==> src/hdl/tbdp_pkg.sv <==
`timescale 1ns / 1ps

package tbdp_pkg;

   // Channel codes, also the bit positions in the enable register
   localparam logic [1:0] CH_ARM    = 2'd0;
   localparam logic [1:0] CH_DISARM = 2'd1;
   localparam logic [1:0] CH_ACK    = 2'd2;

   // Register indexes on the write port
   localparam logic [1:0] CSR_DEBOUNCE = 2'd0;
   localparam logic [1:0] CSR_ENABLE   = 2'd1;
   localparam logic [1:0] CSR_POLARITY = 2'd2;

   localparam int CSR_DATA_BITS = 16;
   localparam int STAMP_BITS    = 32;

   // Register reset values
   localparam logic [15:0] DEBOUNCE_RESET = 16'd50;
   localparam logic [2:0]  ENABLE_RESET   = 3'd4;
   localparam logic        POLARITY_RESET = 1'b1;

   // Per-channel sample request from the priority logic
   typedef struct packed {
      logic sample;   // channel is examined this instant: commit its update
      logic pressed;  // pressed level after polarity correction
   } chan_ctrl_type;

endpackage

==> src/hdl/three_button_debounce_priority_unit.sv <==
`timescale 1ns / 1ps

// Three-button debouncer with fixed priority (disarm, acknowledge, arm).
// Input channel req_*: one item is one sample instant carrying three raw pin
// levels and a wrapping millisecond time stamp. Result channel rsp_*: exactly
// one item per input item, holding event_valid and event_code.
// Write port csr_*: index 0 debounce time, 1 channel enable (bit0 arm, bit1
// disarm, bit2 acknowledge), 2 active-low polarity. Write only while idle.
// Throughput: one item per cycle unless the receiver stalls. An accepted
// item lands in the input register; when it advances, the per-channel
// compare/subtract logic runs, the channel state is committed and the
// result register is loaded, which offers the result on rsp_*. Each
// channel's state is read and written in the same cycle, which lets the
// next item follow directly.
// Reset: channels forget their first sample, registers return to debounce 50,
// only acknowledge enabled, active low. Both stages empty.
// Receiver stall: the result register holds; the input register still takes
// one more item, after which req_tready drops until the result drains.
module three_button_debounce_priority_unit
   import tbdp_pkg::*;
#(
   parameter int TIME_BITS = 32
) (
   input  logic        clock,
   input  logic        reset,
   // request item
   input  logic        req_tvalid,
   output logic        req_tready,
   input  logic [39:0] req_tdata,   // arm_level, disarm_level, ack_level, time_stamp[31:0]
   // result item
   output logic        rsp_tvalid,
   input  logic        rsp_tready,
   output logic [7:0]  rsp_tdata,   // event_valid, event_code[1:0]
   // register writes
   input  logic        csr_we,
   input  logic [1:0]  csr_index,
   input  logic [CSR_DATA_BITS-1:0] csr_wdata
);

   localparam int WIDE_BITS = (TIME_BITS > STAMP_BITS) ? TIME_BITS : STAMP_BITS;

   // Configuration registers
   logic [15:0] debounce_ff;
   logic [2:0]  enable_ff;
   logic        invert_ff;

   always_ff @(posedge clock) begin
      if (reset) begin
         debounce_ff <= DEBOUNCE_RESET;
         enable_ff   <= ENABLE_RESET;
         invert_ff   <= POLARITY_RESET;
      end else if (csr_we) begin
         case (csr_index)
            CSR_DEBOUNCE: debounce_ff <= csr_wdata[15:0];
            CSR_ENABLE:   enable_ff   <= csr_wdata[2:0];
            CSR_POLARITY: invert_ff   <= csr_wdata[0];
            default: ;   // drop writes past the last register
         endcase
      end
   end

   // Input register
   logic                  in_valid_ff, in_valid_in;
   logic [2:0]            levels_ff;     // [0] arm, [1] disarm, [2] ack
   logic [STAMP_BITS-1:0] stamp_ff;
   logic                  advance;

   // Result register
   logic       rsp_valid_ff, rsp_valid_in;
   logic       ev_valid_ff, ev_valid_in;
   logic [1:0] ev_code_ff, ev_code_in;

   // Item moves from the input register into the result register
   assign advance     = in_valid_ff && (!rsp_valid_ff || rsp_tready);
   assign req_tready  = !in_valid_ff || advance;
   assign in_valid_in = (req_tvalid && req_tready) || (in_valid_ff && !advance);

   always_ff @(posedge clock) begin
      if (reset) begin
         in_valid_ff <= 1'b0;
      end else begin
         in_valid_ff <= in_valid_in;
      end
   end

   always_ff @(posedge clock) begin
      if (req_tvalid && req_tready) begin
         levels_ff <= req_tdata[2:0];
         stamp_ff  <= req_tdata[34:3];
      end
   end

   // Time stamp at the stored time width
   logic [WIDE_BITS-1:0] stamp_wide;
   logic [TIME_BITS-1:0] now;
   assign stamp_wide = WIDE_BITS'(stamp_ff);
   assign now        = stamp_wide[TIME_BITS-1:0];

   // Polarity correction: pressed level per channel
   logic [2:0] pressed;
   assign pressed = levels_ff ^ {3{invert_ff}};

   // Priority chain: a press on a higher channel stops lower ones from sampling
   logic [2:0]    press;
   logic [2:0]    sample;
   chan_ctrl_type ctrl [3];

   always_comb begin
      sample[CH_DISARM] = advance && enable_ff[CH_DISARM];
      sample[CH_ACK]    = advance && enable_ff[CH_ACK]
                          && !(sample[CH_DISARM] && press[CH_DISARM]);
      sample[CH_ARM]    = advance && enable_ff[CH_ARM]
                          && !(sample[CH_DISARM] && press[CH_DISARM])
                          && !(sample[CH_ACK] && press[CH_ACK]);
   end

   for (genvar g = 0; g < 3; g++) begin : g_chan
      assign ctrl[g].sample  = sample[g];
      assign ctrl[g].pressed = pressed[g];

      tbdp_chan #(
         .TIME_BITS (TIME_BITS)
      ) u_chan (
         .clock         (clock),
         .reset         (reset),
         .ctrl          (ctrl[g]),
         .now           (now),
         .debounce_time (debounce_ff),
         .press         (press[g])
      );
   end

   // Pick the reported event
   always_comb begin
      ev_valid_in = 1'b0;
      ev_code_in  = CH_ARM;
      if (sample[CH_DISARM] && press[CH_DISARM]) begin
         ev_valid_in = 1'b1;
         ev_code_in  = CH_DISARM;
      end else if (sample[CH_ACK] && press[CH_ACK]) begin
         ev_valid_in = 1'b1;
         ev_code_in  = CH_ACK;
      end else if (sample[CH_ARM] && press[CH_ARM]) begin
         ev_valid_in = 1'b1;
         ev_code_in  = CH_ARM;
      end
   end

   assign rsp_valid_in = advance || (rsp_valid_ff && !rsp_tready);

   always_ff @(posedge clock) begin
      if (reset) begin
         rsp_valid_ff <= 1'b0;
      end else begin
         rsp_valid_ff <= rsp_valid_in;
      end
   end

   always_ff @(posedge clock) begin
      if (advance) begin
         ev_valid_ff <= ev_valid_in;
         ev_code_ff  <= ev_code_in;
      end
   end

   assign rsp_tvalid = rsp_valid_ff;
   assign rsp_tdata  = {5'd0, ev_code_ff, ev_valid_ff};

   // Checks
   a_no_event_code_zero: assert property (@(posedge clock) disable iff (reset)
      rsp_valid_ff && !ev_valid_ff |-> ev_code_ff == CH_ARM)
      else $error("result without event carries a nonzero code");

   a_one_press_taken: assert property (@(posedge clock) disable iff (reset)
      $onehot0(sample & press))
      else $error("more than one channel reported a press in one instant");

   a_event_enabled: assert property (@(posedge clock) disable iff (reset)
      advance && ev_valid_in |-> enable_ff[ev_code_in])
      else $error("event reported on a disabled channel");

   a_input_held: assert property (@(posedge clock) disable iff (reset)
      in_valid_ff && !advance |=> in_valid_ff)
      else $error("stalled input item lost");

   a_sample_needs_item: assert property (@(posedge clock) disable iff (reset)
      |sample |-> advance)
      else $error("channel sampled without an item moving");

endmodule

==> src/hdl/tbdp_chan.sv <==
`timescale 1ns / 1ps

module tbdp_chan
   import tbdp_pkg::*;
#(
   parameter int TIME_BITS = 32
) (
   input  logic                 clock,
   input  logic                 reset,
   input  chan_ctrl_type        ctrl,
   input  logic [TIME_BITS-1:0] now,
   input  logic [15:0]          debounce_time,
   output logic                 press
);

   localparam int CMP_BITS = (TIME_BITS > 16) ? TIME_BITS : 16;

   logic                 seen_ff,   seen_in;
   logic                 last_ff,   last_in;
   logic                 stable_ff, stable_in;
   logic [TIME_BITS-1:0] change_ff, change_in;

   logic                 level_change;
   logic [TIME_BITS-1:0] start_time;
   logic [TIME_BITS-1:0] elapsed;
   logic                 accept;

   always_comb begin
      level_change = (ctrl.pressed != last_ff);
      start_time   = level_change ? now : change_ff;
      elapsed      = now - start_time;
      accept       = seen_ff && (ctrl.pressed != stable_ff)
                     && (CMP_BITS'(elapsed) >= CMP_BITS'(debounce_time));
      press        = accept && ctrl.pressed;

      seen_in   = 1'b1;
      last_in   = ctrl.pressed;
      // First sample: take the level as stable and start the timer
      stable_in = (!seen_ff || accept) ? ctrl.pressed : stable_ff;
      change_in = seen_ff ? start_time : now;
   end

   always_ff @(posedge clock) begin
      if (reset) begin
         seen_ff <= 1'b0;
      end else if (ctrl.sample) begin
         seen_ff <= seen_in;
      end
   end

   always_ff @(posedge clock) begin
      if (ctrl.sample) begin
         last_ff   <= last_in;
         stable_ff <= stable_in;
         change_ff <= change_in;
      end
   end

endmodule

==> config.mk <==
export PLATFORM = sky130hd
export DESIGN_NAME = three_button_debounce_priority_unit
export DESIGN_NICKNAME = d
export VERILOG_FILES = /design/src/hdl/tbdp_pkg.sv /design/src/hdl/three_button_debounce_priority_unit.sv /design/src/hdl/tbdp_chan.sv
export SDC_FILE = /design/constraint.sdc
export NUM_CORES = 1
export LEC_CHECK = 0
export BUFFER_PORTS_ARGS = -buffer_cell sky130_fd_sc_hd__buf_4
export CORE_MARGIN = 4
export CORE_UTILIZATION = 40
export CTS_CLUSTER_SIZE = 14
export DETAILED_ROUTE_END_ITERATION = 10
export SYNTH_ARGS = -nofsm -noshare
export SYNTH_HDL_FRONTEND = slang
export SYNTH_SLANG_ARGS = --single-unit
==> constraint.sdc <==
create_clock -name clock -period 10.95 [get_ports clock]
set_input_delay 0.5475 -clock clock [delete_from_list [all_inputs] [get_ports clock]]
set_output_delay 0.5475 -clock clock [all_outputs]
set_load 0.01 [all_outputs]
### Word level (Yosys, flattened, before mapping)

Cells that the tools add are included.

| storage, ports and cells | value |
|---|---|
| flip-flop bits (word level) | 165 |

| operators by class | value |
|---|---|
| $lt $le $gt $ge | 3 |
| $add $sub $neg | 3 |
| eq/ne operators | 8 |
| mux-type cells | 8 |
| reduce and logical (&&, ||, !) cells | 46 |
| bitwise operators | 1 |

Operator list:

| cell | number |
|---|---|
| $mux W32 | 6 |
| $ge A32 B16 Y1 | 3 |
| $sub A32 B32 Y32 | 3 |
| $logic_and A1 B1 Y1 | 22 |
| $reduce_and A2 Y1 | 6 |
| $logic_not A1 Y1 | 9 |
| $logic_or A1 B1 Y1 | 7 |
| $ne A1 B1 Y1 | 6 |
| $xor A3 B3 Y3 | 1 |
| $eq A2 B1 Y1 const B | 1 |
| $eq A2 B2 Y1 const B | 1 |
| $logic_not A2 Y1 | 1 |
| $mux W2 | 1 |
| $reduce_or A2 Y1 | 1 |
| $mux W1 | 1 |

### Longest topological paths before layout

Gate-level depths: netlist of the first run.

| depth | value |
|---|---|
| depth after elaboration | 15 |
| gate-level depth with buffers | 29 |

### Hierarchy

Synthesis of the first run repeated with hierarchy kept, for this count alone.

| second synthesis, totals | value |
|---|---|
| cells, all modules | 1867 |
| area total of the unflattened synthesis | 15849.0 µm² |

Modules (own cells, without submodules):

| module | times used | cells an instance | area an instance (µm²) |
|---|---|---|---|
| tbdp_chan (g_chan[0].u_chan ...) | 2 | 571 | 4455.5 |
| tbdp_chan (g_chan[2].u_chan) | 1 | 566 | 4663.2 |
| three_button_debounce_priority_unit | 1 | 159 | 2274.7 |

### Worst setup path before layout of the first run

Ideal clock, no wire load.

| timing path | value |
|---|---|
| path kind | register to register |
| start | register invert_ff |
| end | register g_chan[0].u_chan.change_ff[0], enable pin |
| required time | 10.486 ns |
| buffers on the path | 3 |
| library setup time | 0.464 ns |
| arrival time | 7.673 ns |
| stages on the path, launching flop included | 25 |
| path slack | 2.813 ns |
| cell sequence | dfxtp_1 buf_2 xor2_1 xnor2_1 clkbuf_1 buf_1 mux2i_1 ha_1 o2111ai_1 and3_1 o41ai_2 nand3_1 nand2_1 xor2_1 ha_1 a21o_1 a21o_1 a211oi_1 o2111ai_1 a2111oi_0 nand4_1 nor4_1 and4_2 o21ai_1 nor3_1 |

RTL lines:

| item | line | text |
|---|---|---|
| from (decl) | three_button_debounce_priority_unit.sv:45 | `logic invert_ff;` |
| from (signal assigned) | three_button_debounce_priority_unit.sv:56 | `CSR_POLARITY: invert_ff <= csr_wdata[0];` |
| to (signal assigned) | tbdp_chan.sv:55 | `change_ff <= change_in;` |
| to (decl) | tbdp_chan.sv:21 | `logic [TIME_BITS-1:0] change_ff, change_in;` |

==> summary.txt, run 1 <==
Setup path
  – Critical-path top delay cell: a2111oi_4
  – CP Cell Sequence: xnor3_1 -> buf_4 -> o21ai_0 -> ha_1 -> inv_1 -> ha_1 -> nand3b_1 -> a2111o_1 -> nand3_1 -> o211ai_1 -> a222oi_1 -> ha_1 -> a21o_1 -> a21oi_1 -> nor2_1 -> a2111oi_0 -> nand4_1 -> a2111oi_0 -> nand4bb_1 -> a2111oi_4 -> o211ai_1 -> inv_1 -> buf_4
  – Worst r2r path cells: 23
  – CP Data Arrival Time: 7.80 ns
  – Data required time at the worst endpoint: 11.04 ns
  – Crit-path max FO: 31
  – R2R Setup Slk: 3.24 ns
  – R2R Path End: g_chan[2].u_chan.change_ff[23]$_DFFE_PP_
  – Crit. End Element: flip-flop
  – Reg2reg start: invert_ff$_SDFFE_PP1P_
  – Top delay family on crit path: compound AO/OA/AOI/OAI gates
  – Most used cell, CP: ha_1
  – Buf/Inv on CP: 4
  – Critical Path Max Stage Delay: 0.68 ns
  – Crit Path Category: reg2reg
  – Startpoint types: flip-flop

Synth
  – Avg Inst Size Synth: 8.79 um^2
  – Yosys warns: 0
  – Post-synth EDFFs: 140
  – Synth Cell Area: 14600 um^2
  – Syn Inst Count: 1660
  – Ys async rst share: 0%
  – #FFs+latches synth: 165
  – Cell variety after synth: 103
  – Post-synthesis sequential area ratio: 32.2%
  – Main synth FF type: edfxtp_1

Placed design
  – Final GP Congestion: 0.886
  – Number of port buffers: 62
  – Placed wire-length estimate: 30600 um
  – DP Worst Slack: 3.33 ns

Timing
  – Rel. slew slack: 28.8%
  – Highest clock rate: 0.130 GHz
  – # setup viols final: 0
  – RSZ-0062 raised after global routing: no
  – Final Cycle Share: 70.4%
  – Setup Skew: 0.0106 ns
  – Fin. max-slew vios: 0
  – Worst-Margin Slew: 1.06 ns
  – Min Tclk post-route: 7.71 ns
  – Setup ws final: 3.24 ns
  – Setup total negative slack: 0 ns
  – Final number of hold-violating endpoints: 0

Floorplan
  – Die area: 39600 um^2
  – DIE HEIGHT: 199 um
  – Die X: 199 um
  – IO Count: 73
  – Core box area: 35700 um^2
  – Starting Density: 40.8%
  – FP Rows: 69

Route
  – DR iter-0 viols: 1080
  – First-pass DRT Iterations: 8
  – Routed via count: 12400
  – DRC: 0
  – Total Wirelength: 39500 um
  – Routed WL per cell: 18.5 um
  – Via/cell ratio: 5.83
  – Antenna-violating nets left: 0

Cells and area
  – Area Overhead vs Synth: 8.93%
  – Share of cells above drive strength 1: 9.51%
  – Most frequent cells in the layout: a21oi_1, nor2_1, edfxtp_1, nand2_1, ha_1
  – Fill cells: 3581
  – Layout Nets: 1855
  – Flip-flop and latch area: 4710 um^2
  – Antenna cell count: 0
  – Multi-input gate area: 9270 um^2
  – Commonest non-fill, non-tap cell in the layout: a21oi_1

Power
  – Sw Ratio: 36.2%
  – Clock power share: 28.1%
  – Pint: 1.34 mW
  – P_leak: 6.39 nW
  – Gate power share: 36.9%
  – Power per cell area: 132 nW/um^2
  – Worst VDD drop: 0.0000914 V
  – Sw power: 0.763 mW
  – Reg power frac: 35.1%

Clocking
  – Root Buffer: clkbuf_16
  – CTS tree: built
  – Max H-tree Level: 4
  – Post_cts resized: 0
  – Clock Tree Buf Depth: 2
  – Sink Count: 165
  – Clock insertion delay at the later pin of the skew report: 0.44 ns
  – Reg clk slew, reported paths: 0.07 ns
  – # hold bufs at CTS: 0
  – Postcts setup bufs: 0
  – CTS Buf Count: 17

Global routing
  – Total track usage: 19.9%
  – Vias in the first global route: 12000
  – Initial antenna violation count: 0
  – Pin count of the biggest net entering global routing: 65
  – First-pass GRT wire length: 63300 um
  – Total grt overflow: 0

Min path
  – Hold depth: 1
  – HP Start: req_tdata[21]
  – WHS Endpoint: now[18]$_DFFE_PP_
  – Worst hold path class: in2reg

Flow run
  – Max Cap Viol: 0

Status
  – Outcome: finished clean
metal layers:
metal	track usage, %	wire length [um]
met4	5.80	953
met1	27.9	19100
met2	32.1	17800
met3	2.74	1670
met5	0	0
worst max path at each step:
stage	from	to	slack (ns)	cells past startpoint
3_5_place_dp	invert_ff$_SDFFE_PP1P_	ev_valid_ff$_SDFFCE_PP1P_	3.33	27
4_1_cts	invert_ff$_SDFFE_PP1P_	g_chan[2].u_chan.change_ff[23]$_DFFE_PP_	3.28	23
5_1_grt	invert_ff$_SDFFE_PP1P_	g_chan[2].u_chan.change_ff[23]$_DFFE_PP_	2.73	23
3_3_place_gp	invert_ff$_SDFFE_PP1P_	g_chan[2].u_chan.change_ff[26]$_DFFE_PP_	3.37	23
6_report	invert_ff$_SDFFE_PP1P_	g_chan[2].u_chan.change_ff[23]$_DFFE_PP_	3.24	23
2_1_floorplan	invert_ff$_SDFFE_PP1P_	g_chan[0].u_chan.change_ff[0]$_DFFE_PP_	2.81	24
synth_stat cells (all sizes together), types with 21 or more instances:
master  count  area, um^2
nor3       24         125
xnor2      29         254
buf        22         131
a21oi     203        1020
clkbuf     74         299
o21ai      76         380
mux2i      83         831
nand2b     21         131
edfxtp    140        4200
dfxtp      25         500
ha        131        1640
nor2b      22         138
nand3      25         125
nand4      28         175
o21a       22         165
xor2       36         315
inv        65         244
a21o       42         324
nand2     137         514
nor2      170         646
metrics by stage:
stage	std cells	hold WS (ns)	util [%]	total power [mW]	cell area [um^2]
floorplan	1664	0.436	-	1.33	14600
global placement	2101	0.446	42.9	1.51	15300
detailed placement	2101	0.450	42.9	1.52	15300
CTS	2133	0.259	44.5	2.11	15900
global route	2133	0.257	44.5	2.24	15900
finish	2133	0.274	44.5	2.10	15900
flip-flops by register name, summed over array words and instances (netlist names), 2 cells and up:
register	flops
g_chan.u_chan.seen_ff	3
enable_ff	3
ev_code_ff	2
levels_ff	3
g_chan.u_chan.change_ff	96
debounce_ff	16
now	32
g_chan.u_chan.last_ff	3
g_chan.u_chan.stable_ff	3
power groups by stage:
stage	sequential (mW)	clock (mW)	combinational (mW)
final	0.738	0.590	0.776
after global routing	0.741	0.629	0.872
after CTS	0.738	0.603	0.774
after detailed placement	0.752	0	0.769
after global placement	0.751	0	0.758
after floorplan	0.735	0	0.598
final cells by class:
type	count	area share, %
Sequential cell	165	29.6
Timing Repair Buffer	72	3.40
Clock buffer	19	2.86
Multi-Input combinational cell	1338	58.3
Tap cell	461	3.63
Clock inverter	13	0.669
Inverter	65	1.53
logic make-up after synthesis:
kind of cell / after synthesis / share of synthesized area, %
multiplexers: 95 / 6.69
adder cells (fa/ha/maj): 140 / 12.0
buffers and inverters: 161 / 4.62
AND/OR/NAND/NOR: 514 / 17.0
XOR/XNOR: 67 / 4.23
AO/OA/AOI/OAI: 517 / 23.2
flip-flops: 165 / 32.2
other: 1 / 0.0257
No activity file was read; power rests on OpenSTA's default activity.
==> run 2, diff against run 1 <==
- clock period: 10.95 -> 7 ns (I/O delays scaled with it)
==> run 2 against run 1 <==
Global-route usage increased by 0.15 points. Clock skew about the same. Worst hold slack worse by 0.20 ns. Combinational power grew 60%. Via count increased by 0.93%. Cell count up 0.94%. Wire length up 0.64%. Register-to-register slack worse by 2.7 ns.
==> summary.txt, run 2 (synthesis gave the netlist of run 1 again) <==
Clocking
  – Sink Count: 165 (unchanged)
  – Max H-tree Level: 4 (unchanged)
  – CTS tree: built
  – Root Buffer: clkbuf_16
  – # hold bufs at CTS: 0 (unchanged)
  – Reg clk slew, reported paths: 0.07 ns (about the same)
  – Clock Tree Buf Depth: 2 (unchanged)
  – Clock insertion delay at the later pin of the skew report: 0.44 ns (about the same)
  – CTS Buf Count: 17 (unchanged)

Setup path
  – Top delay family on crit path: compound AO/OA/AOI/OAI gates
  – Crit Path Category: reg2reg
  – CP Data Arrival Time: 6.61 ns (-1.19 ns)
  – Startpoint types: flip-flop
  – Critical Path Max Stage Delay: 0.46 ns (-0.22 ns)
  – Crit. End Element: flip-flop
  – CP Cell Sequence: buf_4 -> xnor3_1 -> o21ai_0 -> ha_1 -> inv_1 -> ha_1 -> nand3b_1 -> a2111o_1 -> nand3_1 -> o211ai_1 -> a222oi_1 -> ha_1 -> a21o_1 -> a21oi_1 -> nor2_1 -> a2111oi_0 -> nand4_1 -> a2111oi_0 -> nand4bb_1 -> a2111oi_4 -> buf_4 -> o211ai_1 -> inv_1 -> buf_12
  – Crit-path max FO: 27 (-13%)
  – Data required time at the worst endpoint: 7.13 ns (-3.91 ns)
  – Critical-path top delay cell: xnor3_1
  – Buf/Inv on CP: 5 (+1)
  – Most used cell, CP: ha_1

Cells and area
  – Max FFs per register: 96 (unchanged)
  – Fin util: 45.0% (+0.49 points)
  – Final Non-Filler Cells: 2153 (+0.94%)
  – Antenna cell count: 0 (unchanged)
  – Area Overhead vs Synth: 10.1%
  – Most flop-heavy register: g_chan.u_chan.change_ff
  – Share of cells above drive strength 1: 10.8% (+1.2 points)
  – Commonest non-fill, non-tap cell in the layout: a21oi_1
  – Most frequent cells in the layout: a21oi_1, nor2_1, edfxtp_1, nand2_1, ha_1
  – Layout Nets: 1875 (+1.1%)

Timing
  – # setup viols final: 0 (unchanged)
  – Fin. max-slew vios: 0 (unchanged)
  – RSZ-0062 raised after global routing: no
  – Highest clock rate: 0.154 GHz (+19%)
  – Rel. slew slack: 29.9% (+1.1 points)
  – Final Cycle Share: 92.5% (+22 points)
  – Worst-Margin Slew: 1.05 ns (-0.0159 ns)
  – Setup Skew: 0.0101 ns (-0.000476 ns)
  – Setup ws final: 0.523 ns (-2.72 ns)
  – Final number of hold-violating endpoints: 0 (unchanged)
  – Setup total negative slack: 0 ns (unchanged)
  – Min Tclk post-route: 6.48 ns (-1.23 ns)

Route
  – Via/cell ratio: 5.83 (about the same)
  – Routed WL per cell: 18.5 um (-0.29%)
  – Antenna-violating nets left: 0 (unchanged)
  – First-pass DRT Iterations: 5 (-3)
  – Routed via count: 12600 (+0.93%)
  – Total Wirelength: 39800 um (+0.64%)
  – DRC: 0 (unchanged)
  – DR iter-0 viols: 1138 (+5.4%)

Global routing
  – Initial antenna violation count: 0 (unchanged)
  – First-pass GRT wire length: 63700 um (+0.64%)
  – Total track usage: 20.0% (+0.15 points)
  – Total grt overflow: 0 (unchanged)
  – Pin count of the biggest net entering global routing: 64 (-1.5%)
  – Vias in the first global route: 12000 (+0.59%)

Placed design
  – Placed wire-length estimate: 31000 um (+1.2%)
  – DP Worst Slack: 0.339 ns (-3.00 ns)
  – Final GP Congestion: 0.892 (+0.71%)
  – Number of port buffers: 62 (unchanged)
  – # placed instances: 2118 (+0.81%)

Power
  – P_leak: 6.50 nW (+1.6%)
  – Worst VDD drop: 0.000125 V (+36%)
  – Total Power: 3.29 mW (+56%)
  – Power per cell area: 205 nW/um^2 (+55%)

Floorplan
  – Starting Density: 40.8% (unchanged)
  – Die area: 39600 um^2 (unchanged)
  – DIE HEIGHT: 199 um (unchanged)
  – Core box area: 35700 um^2 (unchanged)
  – Die X: 199 um (unchanged)
  – FP Rows: 69 (unchanged)
  – IO Count: 73 (unchanged)

Flow run
  – Max Cap Viol: 0 (unchanged)

Min path
  – Worst hold path class: in2reg

Status
  – Outcome: finished clean
==> run 2: final timing paths <==
kind | start | endpoint | slack, ns | cells past startpoint
worst max register to register | invert_ff$_SDFFE_PP1P_ | g_chan[2].u_chan.change_ff[24]$_DFFE_PP_ | 0.52 | 24
worst min-delay path | req_tdata[8] | now[5]$_DFFE_PP_ | 0.08 | 1
worst min register to register | debounce_ff[2]$_SDFFE_PP0P_ | debounce_ff[2]$_SDFFE_PP0P_ | 0.46 | 2
worst max-delay path | invert_ff$_SDFFE_PP1P_ | g_chan[2].u_chan.change_ff[24]$_DFFE_PP_ | 0.52 | 24
==> run 2: layer usage <==
| metal | part of all wire [%] | global-route usage, % | up-vias |
|---|---|---|---|
| li1 | - | - | 6257 |
| met1 | 48 | 28.0 | 5984 |
| met2 | 46 | 32.3 | 274 |
| met3 | 4.2 | 2.96 | 41 |
| met4 | 2.2 | 5.88 | 0 |
| met5 | 0 | 0 | - |
==> run 2: per-stage QoR <==
step | area, um^2 | hold slack [ns]
6_report | 16100 | 0.0784
2_1_floorplan | 14600 | 0.436
3_3_place_gp | 15500 | 0.445
3_5_place_dp | 15500 | 0.452
5_1_grt | 16100 | 0.0558
4_1_cts | 16000 | 0.0591
==> run 2: repair_timing <==
action	CTS	global route
gates resized for setup	0	4
hold endpoints to repair	0	0
setup buffers	0	3
endpoints found under the setup margin	0	1
==> run 2: where the power goes <==
part | switching, mW | leakage [nW] | internal [mW]
sequential | 0.0436 | 1.50 | 1.11
clock | 0.430 | 0.277 | 0.475
combinational | 0.718 | 4.72 | 0.518
total | 1.19 | 6.50 | 2.10
==> run 2: cell type report <==
cell class              instances  area (um^2)
well taps                     461          577
fillers                      3545        19700
flip-flops and latches        165         4710
repair buffers                 92          719
clock buffers                  20          450
multi-input cells            1338         9290
clock inverters                12         90.1
inverters                      65          244
